[src/rtl/assert_macros.svh]
// Assertion macros shared by the RTL.
// No dependencies; included by files that carry concurrent checks.
`ifndef ASSERT_MACROS_SVH
`define ASSERT_MACROS_SVH

// Same-cycle implication, disabled while reset is asserted
`define ASSERT_IMPL(label, clk, rst_n, ante, cons) \
  label: assert property (@(posedge clk) disable iff (!rst_n) (ante) |-> (cons)) \
    else $error("assertion failed");

// Next-cycle implication, disabled while reset is asserted
`define ASSERT_NEXT(label, clk, rst_n, ante, cons) \
  label: assert property (@(posedge clk) disable iff (!rst_n) (ante) |=> (cons)) \
    else $error("assertion failed");

`endif

[src/rtl/mhcf_pkg.sv]
// Shared types, constants and the CRC-32 byte fold for the header framer.
// No dependencies.
package mhcf_pkg;

  localparam int unsigned BYTE_W     = 8;
  localparam int unsigned VERSION_W  = 16;
  localparam int unsigned COUNT_W    = 16;
  localparam int unsigned CRC_W      = 32;
  localparam int unsigned HDR_BYTES  = 8;
  localparam int unsigned HDR_W      = HDR_BYTES * BYTE_W;
  localparam int unsigned HDR_IDX_W  = $clog2(HDR_BYTES);
  localparam int unsigned APB_ADDR_W = 3;
  localparam int unsigned APB_DATA_W = 32;

  localparam logic [CRC_W-1:0] CRC_POLY = 32'hEDB8_8320;
  localparam logic [CRC_W-1:0] CRC_INIT = 32'hFFFF_FFFF;

  // Register index, taken from paddr[2]
  localparam logic REG_VERSION = 1'b0;

  localparam logic [HDR_IDX_W-1:0] HDR_LAST_IDX = HDR_IDX_W'(HDR_BYTES - 1);

  // Load request from the CRC stage to the header serializer
  typedef struct packed {
    logic             vld;
    logic [HDR_W-1:0] data;
  } hdr_load_t;

  // Fold one byte into a reflected CRC-32, bit by bit (pure XOR network)
  function automatic logic [CRC_W-1:0] crc_fold_byte(input logic [CRC_W-1:0] crc,
                                                     input logic [BYTE_W-1:0] b);
    logic [CRC_W-1:0] c;
    c = crc ^ {{(CRC_W-BYTE_W){1'b0}}, b};
    for (int k = 0; k < BYTE_W; k++) begin
      c = c[0] ? ((c >> 1) ^ CRC_POLY) : (c >> 1);
    end
    return c;
  endfunction

endpackage

[src/rtl/mhcf_if.sv]
// Stream interfaces for body words in and header words out.
// Depends on mhcf_pkg for field widths.
interface mhcf_body_if import mhcf_pkg::*; ();
  logic              valid;
  logic              ready;
  logic [BYTE_W-1:0] body_byte;
  logic              body_last;

  modport source (output valid, output body_byte, output body_last, input ready);
  modport sink   (input valid, input body_byte, input body_last, output ready);
endinterface

interface mhcf_hdr_if import mhcf_pkg::*; ();
  logic              valid;
  logic              ready;
  logic [BYTE_W-1:0] header_byte;
  logic              header_last;

  modport source (output valid, output header_byte, output header_last, input ready);
  modport sink   (input valid, input header_byte, input header_last, output ready);
endinterface

[src/rtl/mhcf_hdr_tx.sv]
// Header serializer: holds one 8-byte header and sends it low byte first.
// Depends on mhcf_pkg and the mhcf_hdr_if interface.
module mhcf_hdr_tx import mhcf_pkg::*; (
  input  logic       clk,
  input  logic       rst_n,
  input  hdr_load_t  load,
  output logic       free,
  mhcf_hdr_if.source out_hdr
);

  logic [HDR_W-1:0]     shift_r, shift_nxt;
  logic [HDR_IDX_W-1:0] idx_r, idx_nxt;
  logic                 vld_r, vld_nxt;
  logic                 fire;
  logic                 at_last;

  assign fire    = vld_r && out_hdr.ready;
  assign at_last = (idx_r == HDR_LAST_IDX);
  // free this cycle if empty or the final word is leaving now
  assign free    = !vld_r || (fire && at_last);

  assign out_hdr.valid       = vld_r;
  assign out_hdr.header_byte = shift_r[BYTE_W-1:0];
  assign out_hdr.header_last = at_last;

  // next-state: load a new header, or step to the next word
  always_comb begin
    shift_nxt = shift_r;
    idx_nxt   = idx_r;
    vld_nxt   = vld_r;
    priority if (load.vld) begin
      shift_nxt = load.data;
      idx_nxt   = '0;
      vld_nxt   = 1'b1;
    end else if (fire) begin
      shift_nxt = shift_r >> BYTE_W;
      idx_nxt   = idx_r + HDR_IDX_W'(1);
      vld_nxt   = !at_last;
    end
  end

  always_ff @(posedge clk) begin
    shift_r <= shift_nxt;
    if (!rst_n) begin
      idx_r <= '0;
      vld_r <= 1'b0;
    end else begin
      idx_r <= idx_nxt;
      vld_r <= vld_nxt;
    end
  end

endmodule

[src/rtl/message_header_crc32_framer.sv]
// Message header framer. Body words enter one per cycle unless a last word
// is held back; every word is folded into a reflected CRC-32 (poly 0xEDB88320,
// init all ones) and counted mod 65536. After the word flagged last, an 8-word
// header follows on the output: version low/high, length low/high, then the
// complemented CRC low byte first. Throughput is one body word per clock while
// no last word waits: the CRC fold is one registered stage. A last word waits in
// the input register only while the previous header is still being sent.
// Version register at byte address 0 of the APB port.
// Depends on mhcf_pkg, mhcf_if, mhcf_hdr_tx and assert_macros.svh.
`include "assert_macros.svh"

module message_header_crc32_framer import mhcf_pkg::*; (
  input  logic                  clk,
  input  logic                  rst_n,
  mhcf_body_if.sink             in_body,
  mhcf_hdr_if.source            out_hdr,
  input  logic                  cfg_psel,
  input  logic                  cfg_penable,
  input  logic                  cfg_pwrite,
  input  logic [APB_ADDR_W-1:0] cfg_paddr,
  input  logic [APB_DATA_W-1:0] cfg_pwdata,
  output logic [APB_DATA_W-1:0] cfg_prdata,
  output logic                  cfg_pready
);

  logic [VERSION_W-1:0] version_r;
  logic [BYTE_W-1:0]    in_byte_r;
  logic                 in_last_r;
  logic                 in_vld_r, in_vld_nxt;
  logic [CRC_W-1:0]     crc_r, crc_nxt, crc_fold;
  logic [COUNT_W-1:0]   cnt_r, cnt_nxt, cnt_inc;
  logic                 hdr_free;
  logic                 adv;
  logic                 in_fire;
  hdr_load_t            hdr_load;

  // APB register port
  assign cfg_pready = 1'b1;
  assign cfg_prdata = (cfg_paddr[2] == REG_VERSION) ?
                      {{(APB_DATA_W-VERSION_W){1'b0}}, version_r} : '0;

  always_ff @(posedge clk) begin
    if (!rst_n) begin
      version_r <= '0;
    end else if (cfg_psel && cfg_penable && cfg_pwrite && cfg_pready &&
                 cfg_paddr[2] == REG_VERSION) begin
      version_r <= cfg_pwdata[VERSION_W-1:0];
    end
  end

  // input register advance: a last word needs the serializer free
  assign adv           = in_vld_r && (!in_last_r || hdr_free);
  assign in_body.ready = !in_vld_r || adv;
  assign in_fire       = in_body.valid && in_body.ready;
  assign in_vld_nxt    = in_fire || (in_vld_r && !adv);

  always_ff @(posedge clk) begin
    if (in_fire) begin
      in_byte_r <= in_body.body_byte;
      in_last_r <= in_body.body_last;
    end
    if (!rst_n) in_vld_r <= 1'b0;
    else        in_vld_r <= in_vld_nxt;
  end

  // CRC fold and length count; re-arm after a last word
  assign crc_fold = crc_fold_byte(crc_r, in_byte_r);
  assign cnt_inc  = cnt_r + COUNT_W'(1);

  always_comb begin
    crc_nxt = crc_r;
    cnt_nxt = cnt_r;
    if (adv) begin
      crc_nxt = in_last_r ? CRC_INIT : crc_fold;
      cnt_nxt = in_last_r ? '0 : cnt_inc;
    end
  end

  always_ff @(posedge clk) begin
    if (!rst_n) begin
      crc_r <= CRC_INIT;
      cnt_r <= '0;
    end else begin
      crc_r <= crc_nxt;
      cnt_r <= cnt_nxt;
    end
  end

  // header image, first word in the low byte
  assign hdr_load.vld  = adv && in_last_r;
  assign hdr_load.data = {~crc_fold, cnt_inc, version_r};

  mhcf_hdr_tx u_hdr_tx (
    .clk     (clk),
    .rst_n   (rst_n),
    .load    (hdr_load),
    .free    (hdr_free),
    .out_hdr (out_hdr)
  );

  // checks
  `ASSERT_NEXT(a_rearm, clk, rst_n, hdr_load.vld, (crc_r == CRC_INIT) && (cnt_r == '0))
  `ASSERT_IMPL(a_load_free, clk, rst_n, hdr_load.vld, hdr_free)
  `ASSERT_NEXT(a_hdr_done, clk, rst_n,
               out_hdr.valid && out_hdr.ready && out_hdr.header_last && !hdr_load.vld,
               !out_hdr.valid)

endmodule
[src/flat_wrapper.sv]
// flat-port wrapper written by rule: the top's interface ports become plain ports
module message_header_crc32_framer_flat import mhcf_pkg::*;
  (clk, rst_n, cfg_psel, cfg_penable, cfg_pwrite, cfg_paddr, cfg_pwdata, cfg_prdata, cfg_pready, in_body_valid, in_body_body_byte, in_body_body_last, in_body_ready, out_hdr_valid, out_hdr_header_byte, out_hdr_header_last, out_hdr_ready);
  mhcf_body_if in_body_i ();
  mhcf_hdr_if out_hdr_i ();
  input  logic clk;
  input  logic rst_n;
  input  logic cfg_psel;
  input  logic cfg_penable;
  input  logic cfg_pwrite;
  input  logic [APB_ADDR_W-1:0] cfg_paddr;
  input  logic [APB_DATA_W-1:0] cfg_pwdata;
  output logic [APB_DATA_W-1:0] cfg_prdata;
  output logic cfg_pready;
  input wire logic [$bits(in_body_i.valid)-1:0] in_body_valid;
  input wire logic [$bits(in_body_i.body_byte)-1:0] in_body_body_byte;
  input wire logic [$bits(in_body_i.body_last)-1:0] in_body_body_last;
  output wire logic [$bits(in_body_i.ready)-1:0] in_body_ready;
  output wire logic [$bits(out_hdr_i.valid)-1:0] out_hdr_valid;
  output wire logic [$bits(out_hdr_i.header_byte)-1:0] out_hdr_header_byte;
  output wire logic [$bits(out_hdr_i.header_last)-1:0] out_hdr_header_last;
  input wire logic [$bits(out_hdr_i.ready)-1:0] out_hdr_ready;
  assign in_body_i.valid = in_body_valid;
  assign in_body_i.body_byte = in_body_body_byte;
  assign in_body_i.body_last = in_body_body_last;
  assign in_body_ready = in_body_i.ready;
  assign out_hdr_valid = out_hdr_i.valid;
  assign out_hdr_header_byte = out_hdr_i.header_byte;
  assign out_hdr_header_last = out_hdr_i.header_last;
  assign out_hdr_i.ready = out_hdr_ready;
  message_header_crc32_framer u_core (.clk(clk), .rst_n(rst_n), .in_body(in_body_i), .out_hdr(out_hdr_i), .cfg_psel(cfg_psel), .cfg_penable(cfg_penable), .cfg_pwrite(cfg_pwrite), .cfg_paddr(cfg_paddr), .cfg_pwdata(cfg_pwdata), .cfg_prdata(cfg_prdata), .cfg_pready(cfg_pready));
endmodule
[config.mk]
export PLATFORM = sky130hd
export DESIGN_NAME = message_header_crc32_framer_flat
export DESIGN_NICKNAME = d
export VERILOG_FILES = /design/src/rtl/mhcf_pkg.sv /design/src/rtl/mhcf_if.sv /design/src/rtl/mhcf_hdr_tx.sv /design/src/rtl/message_header_crc32_framer.sv /design/src/flat_wrapper.sv
export VERILOG_INCLUDE_DIRS = /design/src /design/src/rtl
export SDC_FILE = /design/constraint.sdc
export NUM_CORES = 1
export LEC_CHECK = 0
export BUFFER_PORTS_ARGS = -buffer_cell sky130_fd_sc_hd__buf_2
export CAP_MARGIN = 20
export CORE_AREA = 3 3 137 139
export CTS_BUF_LIST = sky130_fd_sc_hd__clkbuf_4
export DETAILED_ROUTE_END_ITERATION = 8
export DIE_AREA = 0 0 140 142
export PLACE_DENSITY = 0.55
export SLEW_MARGIN = 20
export SYNTH_ARGS = -nofsm -noshare
export SYNTH_HDL_FRONTEND = slang
export SYNTH_SLANG_ARGS = --single-unit
[constraint.sdc]
create_clock -name clk -period 5.9 [get_ports clk]
set_input_delay 0.59 -clock clk [delete_from_list [all_inputs] [get_ports clk]]
set_output_delay 0.59 -clock clk [all_outputs]
set_load 0.005 [all_outputs]
==> flow_metrics.py <==
metrics = {
    "floorplan": {
        "start_util_pct": 39.3,
        "chipHeight_microns": 142,
        "die-area_sq_mm": 0.0199,
        "core_region_area_sq_mm": 0.0178,
        "placementRows": 49,
        "chipWidth_microns": 140,
        "io_pins": 95,
    },
    "layout": {
        "multi_input_area_sq_mm": 0.00314,
        "fillers": 1731,
        "drive_gt1_share_pct": 17.5,
        "final_nets": 756,
        "seq_area_sq_mm": 0.00357,
        "area_growth_pct": 10.2,
    },
    "clock_network": {
        "path_clk_slew_ps": 120,
        "clock_latency_ps": 530,
        "cts_num_sinks": 142,
        "cts_buffers": 17,
        "cts_tree": "done",
        "post_cts_resized": 0,
        "cts-htree-levels": 4,
        "cts_setup_buffers": 0,
        "cts_buffer_depth": 2,
        "cts_hold_buf": 0,
        "cts_root_buffer": "clkbuf_4",
    },
    "synthesis": {
        "yosys.area.top_type_share_pct": 31.4,
        "synth_cells": 666,
        "yosysWarnings": 0,
        "synthAdderAreaFrac_pct": 0.538,
        "ys_ff_latch": 142,
        "synth_simple_gate_area_share_pct": 15.7,
        "muxShareOfSynthArea_pct": 1.18,
        "synth_top_family_by_area": "simple AND/OR/NAND/NOR gates",
        "yosysMostFrequentCell": "nand2_1",
        "async_flop_share_pct": 0,
        "synth-seq-area-share_pct": 51.2,
        "synth_compound_area_share_pct": 10.6,
        "synth-edff-count": 73,
        "avgSynthCellArea_sq_um": 10.5,
        "synth_largest_area_cell": "edfxtp_1",
        "synthTopCellsByCount": "nand2_1 (150), edfxtp_1 (73), dfxtp_1 (69)",
        "synth_area_leaders": "edfxtp_1 (31%), dfxtp_1 (20%), nand2_1 (8.1%)",
        "synth_xor_area_share_pct": 15.7,
        "ys.flop_type": "edfxtp_1",
        "synthesis.area_sq_mm": 0.00698,
        "yosysUniqueCellTypes": 42,
    },
    "grt": {
        "grt_util_met3_pct": 3.70,
        "use_met2_pct": 23.6,
        "grt_pass1_wl_microns": 24100,
        "antenna_found_initial": 1,
        "grt_overflow": 0,
        "grt_pass1_vias": 4614,
        "grt-busiest-layer": "met2",
        "grt_usage_pct": 15.2,
        "grt_max_degree": 90,
        "met1_usage_pct": 21.0,
    },
    "sta": {
        "finalCritPeriodShare_pct": 50.7,
        "rsz0062_at_grt": "false",
        "setup_tns_ps": 0,
        "min_period_ps": 2990,
        "fmax_mhz": 335,
        "drv_slew": 0,
        "tightest_slew_ps": 937,
        "skew_ps": 12.1,
        "relSlewSlack_pct": 37.1,
        "setup_ws_ps": 2910,
        "setup_violations": 0,
        "hold_violations": 0,
    },
    "route": {
        "drt-wirelength-per-cell_microns": 15.6,
        "drtIter0Drc": 307,
        "drt_first_pass_iters": 5,
        "vias": 4708,
        "vias_per_cell": 4.98,
        "post-route-drc-count": 0,
        "antenna_left": 0,
        "wirelength_microns": 14700,
    },
    "power_and_ir_drop": {
        "p_sw_w": 0.000655,
        "power_frac_clock_pct": 28.7,
        "power_leakage_nw": 3.01,
        "combPwrFrac_pct": 22.3,
        "p_per_area_mw_per_mm2": 302,
        "switching_share_pct": 28.1,
        "vdd_drop_max_uv": 143,
        "p_seq_share_pct": 49.0,
        "intPower_w": 0.00167,
    },
    "placed_design": {
        "pre_cts_slack_ps": 2850,
        "hpwl_microns": 9650,
        "gp_congestion": 0.801,
        "portBuffers": 59,
    },
    "status": {
        "status": "complete, no violations",
    },
    "worst_setup_path": {
        "path_cells": "ha_1 > ha_1 > a21bo_2 > nand3_2 > buf_4 > nand2_1 > a211o_1",
        "cp-end-kind": "flop",
        "r2r_setup_slack_ps": 2910,
        "cp_data_required_time_ps": 6320,
        "start_kind": "flop",
        "slowest_stage": "buf_4",
        "crit_type": "flop to flop",
        "path_common_cell": "ha_1",
        "worstPathArrival_ps": 3410,
        "cp_max_fo": 89,
        "max_stage_delay_ps": 670,
    },
    "run": {
        "max_cap_violations": 0,
    },
    "min_path": {
        "hold_class": "input pin to flop",
    },
}
worst max-delay path, delay by kind of cell, from the launching register on:
kind | cells | cell delay [ps]
flip-flops | 1 | 350
AND/OR/NAND/NOR | 2 | 760
AO/OA/AOI/OAI | 2 | 680
adder cells (fa/ha/maj) | 2 | 420
buffers and inverters | 1 | 670
worst paths after layout:
check	start	end	depth (start not counted)
worst max register to register	u_core.u_hdr_tx.idx_r[0]$_SDFFE_PP0P_	u_core.crc_r[7]$_SDFFE_PN1N_	7
worst min-delay path	in_body_body_byte[0]	u_core.in_byte_r[0]$_DFFE_PP_	1
worst max-delay path	u_core.u_hdr_tx.idx_r[0]$_SDFFE_PP0P_	u_core.crc_r[7]$_SDFFE_PN1N_	7
worst min register to register	u_core.version_r[10]$_SDFFE_PN0P_	u_core.version_r[10]$_SDFFE_PN0P_	2
registers in the layout, indices dropped and copies added (netlist names):
signal                         count
u_core.crc_r                      32
u_core.u_hdr_tx.shift_r           64
u_core.u_hdr_tx.idx_r              3
u_core.u_hdr_tx.out_hdr.valid      1
u_core.in_vld_r                    1
u_core.version_r                  16
u_core.in_byte_r                   8
u_core.cnt_r                      16
u_core.in_last_r                   1
cells in the final DEF (no fill, tap or decap), types with 7 or more instances in the layout:
cell,count
conb_1,17
and2_1,16
dfxtp_1,69
o21ai_0,42
buf_2,59
xnor3_1,17
nand3_1,15
xor2_1,15
nor2_1,15
edfxtp_1,73
nand2_1,149
xnor2_1,38
a21oi_1,33
nor2b_1,16
o211ai_1,8
clkbuf_4,19
or3_1,7
a31oi_1,7
a211o_1,15
stage by stage:
stage | total power [W] | hold WS [ps] | cell area (sq um) | util [%] | instances
finish | 0.00233 | 228 | 7690 | 43.3 | 946
global route | 0.00245 | 158 | 7690 | 43.3 | 946
CTS | 0.00236 | 170 | 7660 | 43.1 | 943
detailed placement | 0.00168 | 457 | 7350 | 41.3 | 911
global placement | 0.00168 | 453 | 7340 | 41.3 | 911
floorplan | 0.00158 | 438 | 7040 | - | 681
per-layer routing:
metal	wire, microns	share of wire (%)
met1	6780	46
met2	6830	46
met3	970	6.6
met4	133	0.90
met5	0	0
cells by family after synthesis:
| family | count (synthesis) |
|---|---|
| xor gates and xnor gates | 81 |
| muxes | 7 |
| buffers and inverters | 67 |
| other | 2 |
| adders and majority gates | 3 |
| and+or+nand+nor | 243 |
| AOI/OAI and AO/OA | 121 |
| DFF | 142 |
layout make-up:
| class | count | share of cell area [%] |
|---|---|---|
| Antenna cell | 2 | 0.0651 |
| Clock buffer | 19 | 1.85 |
| Clock inverter | 13 | 2.18 |
| Inverter | 3 | 0.146 |
| Multi-Input combinational cell | 472 | 40.8 |
| Sequential cell | 142 | 46.5 |
| Tap cell | 229 | 3.72 |
| Timing Repair Buffer | 66 | 4.78 |
power by group through the flow:
stage | Sequential (W) | Clock [W] | Combinational (W)
5_1_grt | 0.00115 | 0.000732 | 0.000572
4_1_cts | 0.00114 | 0.000692 | 0.000522
3_3_place_gp | 0.00116 | 0 | 0.000514
6_report | 0.00114 | 0.000667 | 0.000519
2_1_floorplan | 0.00115 | 0 | 0.000423
3_5_place_dp | 0.00116 | 0 | 0.000519
No activity file was read; power rests on OpenSTA's default activity.
